`src/hw/rtl/bvh_pkg.sv`:
```
// Package for the hierarchy overlap walker: widths, word structs, walk states.
// No dependencies.
`default_nettype none
package bvh_pkg;
   localparam int unsigned NODES       = 1024;
   localparam int unsigned STACK_DEPTH = 128;
   localparam int unsigned MAX_HITS    = 64;
   localparam int unsigned NODE_W      = $clog2(NODES);
   localparam int unsigned SP_W        = $clog2(STACK_DEPTH + 1);
   localparam int unsigned STK_AW      = $clog2(STACK_DEPTH);
   localparam int unsigned HIT_W       = $clog2(MAX_HITS + 1);
   localparam int unsigned VISIT_W     = $clog2(2 * NODES + 2);
   localparam int unsigned VISIT_BUDGET = 2 * NODES + 1;
   localparam int unsigned QDEPTH      = 4;
   localparam int unsigned QPTR_W      = $clog2(QDEPTH);

   localparam logic       KIND_WRITE = 1'b0;
   localparam logic       KIND_QUERY = 1'b1;
   localparam logic [0:0] CSR_ROOT   = 1'b0;
   localparam logic [0:0] CSR_COUNT  = 1'b1;

   typedef struct packed {
      logic               kind;
      logic [9:0]         node_slot;
      logic signed [31:0] lo_x;
      logic signed [31:0] lo_y;
      logic signed [31:0] lo_z;
      logic signed [31:0] hi_x;
      logic signed [31:0] hi_y;
      logic signed [31:0] hi_z;
      logic               is_leaf;
      logic [9:0]         left_child;
      logic [9:0]         right_child;
      logic [15:0]        leaf_triangle;
   } req_type;

   typedef struct packed {
      logic [15:0] triangle;
      logic        hit;
      logic        last;
      logic        truncated;
   } rsp_type;

   // Query box handed from the front queue to the walker.
   typedef struct packed {
      logic signed [31:0] lo_x;
      logic signed [31:0] lo_y;
      logic signed [31:0] lo_z;
      logic signed [31:0] hi_x;
      logic signed [31:0] hi_y;
      logic signed [31:0] hi_z;
   } qbox_type;

   typedef struct packed {
      logic [NODE_W-1:0] root;
      logic [NODE_W:0]   count;
   } cfg_type;

   typedef enum logic [2:0] {
      ST_IDLE, ST_START, ST_POP, ST_READ, ST_EVAL, ST_EMIT, ST_DONE
   } walk_state_type;
endpackage
`default_nettype wire

```
`src/hw/rtl/bvh_front.sv`:
```
// Front end: accepts request words, writes node table entries, queues queries.
// Depends on bvh_pkg.
`default_nettype none
module bvh_front (
   input  wire logic              clock,
   input  wire logic              reset,
   input  wire logic              req_valid,
   output logic                   req_stall,
   input  wire bvh_pkg::req_type  req_data,
   input  wire logic              walk_busy,
   output logic                   wr_en,
   output bvh_pkg::req_type       wr_data,
   output logic                   q_valid,
   input  wire logic              q_take,
   output bvh_pkg::qbox_type      q_box
);
   bvh_pkg::qbox_type             fifo_ff [bvh_pkg::QDEPTH];
   logic [bvh_pkg::QPTR_W-1:0]    wp_ff, wp_in, rp_ff, rp_in;
   logic [bvh_pkg::QPTR_W:0]      cnt_ff, cnt_in;
   logic                          acc, push;

   // Hold any request while the queue is full, and a node write until every earlier query has finished its walk.
   assign req_stall = (cnt_ff == (bvh_pkg::QPTR_W+1)'(bvh_pkg::QDEPTH)) ||
                      (req_data.kind == bvh_pkg::KIND_WRITE && (cnt_ff != '0 || walk_busy));
   assign acc  = req_valid && !req_stall;
   assign push = acc && req_data.kind == bvh_pkg::KIND_QUERY;
   assign wr_en   = acc && req_data.kind == bvh_pkg::KIND_WRITE;
   assign wr_data = req_data;
   assign q_valid = cnt_ff != '0;
   assign q_box   = fifo_ff[rp_ff];

   always_comb begin
      wp_in  = push ? wp_ff + 1'b1 : wp_ff;
      rp_in  = q_take ? rp_ff + 1'b1 : rp_ff;
      cnt_in = cnt_ff + (bvh_pkg::QPTR_W+1)'(push) - (bvh_pkg::QPTR_W+1)'(q_take);
   end

   always_ff @(posedge clock) begin
      if (reset) begin
         wp_ff <= '0; rp_ff <= '0; cnt_ff <= '0;
      end else begin
         wp_ff <= wp_in; rp_ff <= rp_in; cnt_ff <= cnt_in;
      end
   end

   always_ff @(posedge clock) begin
      if (push) begin
         fifo_ff[wp_ff] <= '{req_data.lo_x, req_data.lo_y, req_data.lo_z,
                             req_data.hi_x, req_data.hi_y, req_data.hi_z};
      end
   end
endmodule
`default_nettype wire

```
`config.mk`:
```
export PLATFORM = sky130hd
export DESIGN_NAME = bvh_front
export DESIGN_NICKNAME = d
export VERILOG_FILES = /design/src/hw/rtl/bvh_pkg.sv /design/src/hw/rtl/bvh_front.sv
export SDC_FILE = /design/constraint.sdc
export NUM_CORES = 1
export LEC_CHECK = 0
export BUFFER_PORTS_ARGS = -buffer_cell sky130_fd_sc_hd__buf_2
export CAP_MARGIN = 20
export CORE_AREA = 2 2 267 269
export CTS_CLUSTER_DIAMETER = 120
export DETAILED_ROUTE_END_ITERATION = 6
export DIE_AREA = 0 0 269 271
export PLACE_DENSITY_LB_ADDON = 0.25
export RECOVER_POWER = 100
export SLEW_MARGIN = 20
export SYNTH_ARGS = -nofsm -noshare
export SYNTH_HDL_FRONTEND = slang
export SYNTH_SLANG_ARGS = --single-unit
```
`constraint.sdc`:
```
create_clock -name clock -period 9.9 [get_ports clock]
set_clock_uncertainty 0.2 [all_clocks]
set_input_delay 0.495 -clock clock [delete_from_list [all_inputs] [get_ports clock]]
set_output_delay 0.495 -clock clock [all_outputs]
set_load 0.05 [all_outputs]
```
==> impl_metrics.csv <==
group,metric,value,unit
run_status,status,"finished, violations left",
run_status,violations,"max-capacitance violations, max-slew violations",
synth,synth_top_area_cell,"edfxtp_1",
setup_path,crit_arrival,6750,ps
synth,synth_cell_types,27,
synth,syn_inst,1294,
layout,stdcell_count,2891,
clocking,cts_root_buf,"clkbuf_16",
setup_path,critical_path.slowest_cell,"and2_0",
sta,setup_viol,0,
synth,synth_top_cells_by_count,"edfxtp_1, buf_4, mux4_2, buf_1, dfxtp_1",
grt,grtUsageTotal,17.07,%
setup_path,r2r_start,"cnt_ff[1]",
setup_path,worstSetupPathType,"flop to flop",
layout,drive_gt1_share,17.17,%
layout,areaGrowthSynthToFinish,20.12,%
grt,grt_pass1_wl,92530,µm
floorplan,core_area,69790,µm²
floorplan,row_count,97,
setup_path,crit_end,"fifo_ff[3][72]",
placement,gp_congestion,0.7397,
synth,syn-cell-area,29910,µm²
clocking,clock_path_buffers,3,
grt,grt_busiest_layer,"met2",
power_and_ir_drop,power.leakage,11.11,nW
setup_path,crit_path_start_kind,"flop",
setup_path,r2r_slack,3160,ps
placement,io_buffers,585,
sta,setup_tns,0,ps
synth,synth-warning-count,0,
grt,grt_remaining_overflow,0,
grt,grt_max_degree,152,
setup_path,r2r-end,"fifo_ff[3][72]",
drt,drc,0,
setup_path,cpPeakStageDelay,2070,ps
synth,synthArstFlopShare,0,%
grt,met2_usage,29.16,%
setup_path,crit_chain,"or3b_1, and3_1, and2_0, clkbuf_1, buf_4",
synth,ys.flop_type,"edfxtp_1",
drt,drt-pass1-iter-count,5,
synth,syn_area_per_cell,23.12,µm²
power_and_ir_drop,max-vdd-ir-drop,0.1527,mV
layout,final_nets,2139,
synth,synth-seq-cells,777,
clocking,clk_pin_slew,60,ps
grt,first_global_vias,15100,
sta,fin_crit_sh,68.07,%
clocking,clock_sinks,777,
clocking,clkLatencyLatePin,610,ps
drt,wl,63430,µm
clocking,htree_levels,3,
sta,max_freq,148.4,MHz
layout,regArea,23250,µm²
synth,yosysMostFrequentCell,"edfxtp_1",
setup_path,crit_path_end_kind,"flop",
sta,period_minus_slack,6738,ps
sta,drv_slew,451,
drt,routed_via_density,4.992,
layout,fillers,5774,
clocking,cts_tree,"done",
power_and_ir_drop,powerDensity,224.2,nW/µm²
placement,placedCellCount,2551,
layout,multi_input_area,4592,µm²
sta,tightestPinTransition,3893,ps
synth,synth_seq_area_share,77.70,%
synth,yosysTopAreaCellShare,77.10,%
grt,use_met3,4.824,%
drt,wl_per_cell,21.94,µm
placement,dp_hpwl,38070,µm
drt,drtIter0Drc,1097,
layout,num_antenna_cells,0,
synth,ys_top_cells_by_area,"edfxtp_1, mux4_2, buf_4",
setup_path,timing.critical_path.from,"cnt_ff[1]",
floorplan,die_h,271,µm
drt,antenna_left,0,
floorplan,initial_core_util,42.87,%
power_and_ir_drop,finalPower,8.055,mW
sta,slew_headroom,-159.5,%
sta,finalHoldViolCount,0,
drt,num_vias,14430,
setup_path,critPathMaxFanout,62,
min_path,min_from,"req_valid",
setup_path,cp.required,9910,ps
grt,antenna_found_initial,0,
grt,gr-usage-met1,20.68,%
sta,rsz0062_at_grt,"false",
clocking,cts_buffers,80,
min_path,hold_class,"input pin to flop",
floorplan,die_w,269,µm
floorplan,io_pins,680,
setup_path,reg2regPathDepth,5,
sta,whs,222.1,ps
floorplan,die-area,72900,µm²
synth,synth_nets,1546,
synth,synth_edf_count,768,
job,maxCapViolCount,10,
## final cells by class
class                      count  share of cell area (%)
clock inverter                48                   1.320
sequential                   777                   64.69
tap                          940                   3.273
inverter                       5                 0.05223
timing repair buffer         796                   11.89
multi-input combinational    227                   12.78
clock buffer                  98                   5.993
## layout by cell type (no fill, tap or decap), drive strengths merged
| master | synthesis | layout |
|---|---|---|
| nor3b | 1 | 1 |
| edfxtp | 768 | 768 |
| and3 | 1 | 1 |
| mux2 | 1 | 1 |
| nor2b | 1 | 1 |
| dfxtp | 9 | 9 |
| nand2b | 2 | 2 |
| and2 | 5 | 5 |
| inv | 5 | 6 |
| or3b | 1 | 1 |
| xor2 | 2 | 2 |
| clkinvlp | 0 | 2 |
| ha | 6 | 6 |
| xnor2 | 1 | 1 |
| nor3 | 2 | 2 |
| or3 | 1 | 1 |
| nor2 | 7 | 7 |
| clkbuf | 4 | 678 |
| clkinv | 0 | 38 |
| dlygate4sd3 | 0 | 194 |
| buf | 281 | 22 |
| mux2i | 1 | 1 |
| nand2 | 1 | 1 |
| fa | 1 | 1 |
| o21ai | 1 | 1 |
| mux4 | 192 | 192 |
| bufinv | 0 | 7 |
## power breakdown
part / leakage (nW) / switching [mW] / internal [mW]
clock network: 1.29 / 1.21 / 1.74
registers: 7.04 / 0.0469 / 3.77
logic: 2.79 / 0.964 / 0.329
## worst min-delay path by stage
stage          cells after the start  endpoint  slack, ps
2_1_floorplan                      2  wp_ff[1]        280
3_3_place_gp                       2      flop        300
3_5_place_dp                       2  wp_ff[1]        310
4_1_cts                            3  wp_ff[1]        190
5_1_grt                            3  wp_ff[1]        210
6_report                           3  wp_ff[1]        220
## state kept, by name (all words and copies together), names as in the netlist, named ones only
| signal | cells |
|---|---|
| cnt_ff | 3 |
| fifo_ff | 768 |
| rp_ff | 2 |
| wp_ff | 2 |
## worst max-delay path: cells and delay by family (launching register included)
| family | cells | cell delay (ps) |
|---|---|---|
| flops | 1 | 440 |
| buf+inv | 2 | 3030 |
| simple gates | 3 | 2550 |
## routing by layer
layer  share of wire, %  vias up  routed length, µm
met3                7.7      101               4911
li1                   -     6256                  -
met5                  0        -                  0
met1                 38     7532              24380
met2                 51      542              32500
met4                2.6        0               1633
## logic make-up (layout without fill, tap and decap cells)
group | after synthesis | count (layout) | synth area share [%]
muxes | 194 | 194 | 14.54
AOI/OAI and AO/OA | 1 | 1 | 0.01671
adders and majority gates | 7 | 7 | 0.3179
and+or+nand+nor | 22 | 22 | 0.4183
buffers and inverters | 290 | 947 | 6.922
DFF | 777 | 777 | 77.70
xor gates and xnor gates | 3 | 3 | 0.08785
## stage by stage
step / util (%) / setup slack, ps / cell area (µm²)
floorplan: - / 6087 / 29910
global placement: 46.02 / 5598 / 32120
detailed placement: 46.02 / 5586 / 32120
CTS: 52.57 / 4911 / 36690
global route: 51.49 / 2473 / 35930
finish: 51.49 / 3162 / 35930
## repair_timing
item | CTS | global route
gates resized for setup | 0 | 0
hold endpoints to repair | 775 | 0
buffers inserted | 0 | 0
hold buffers | 194 | 0
No activity file was read; power rests on OpenSTA's default activity.
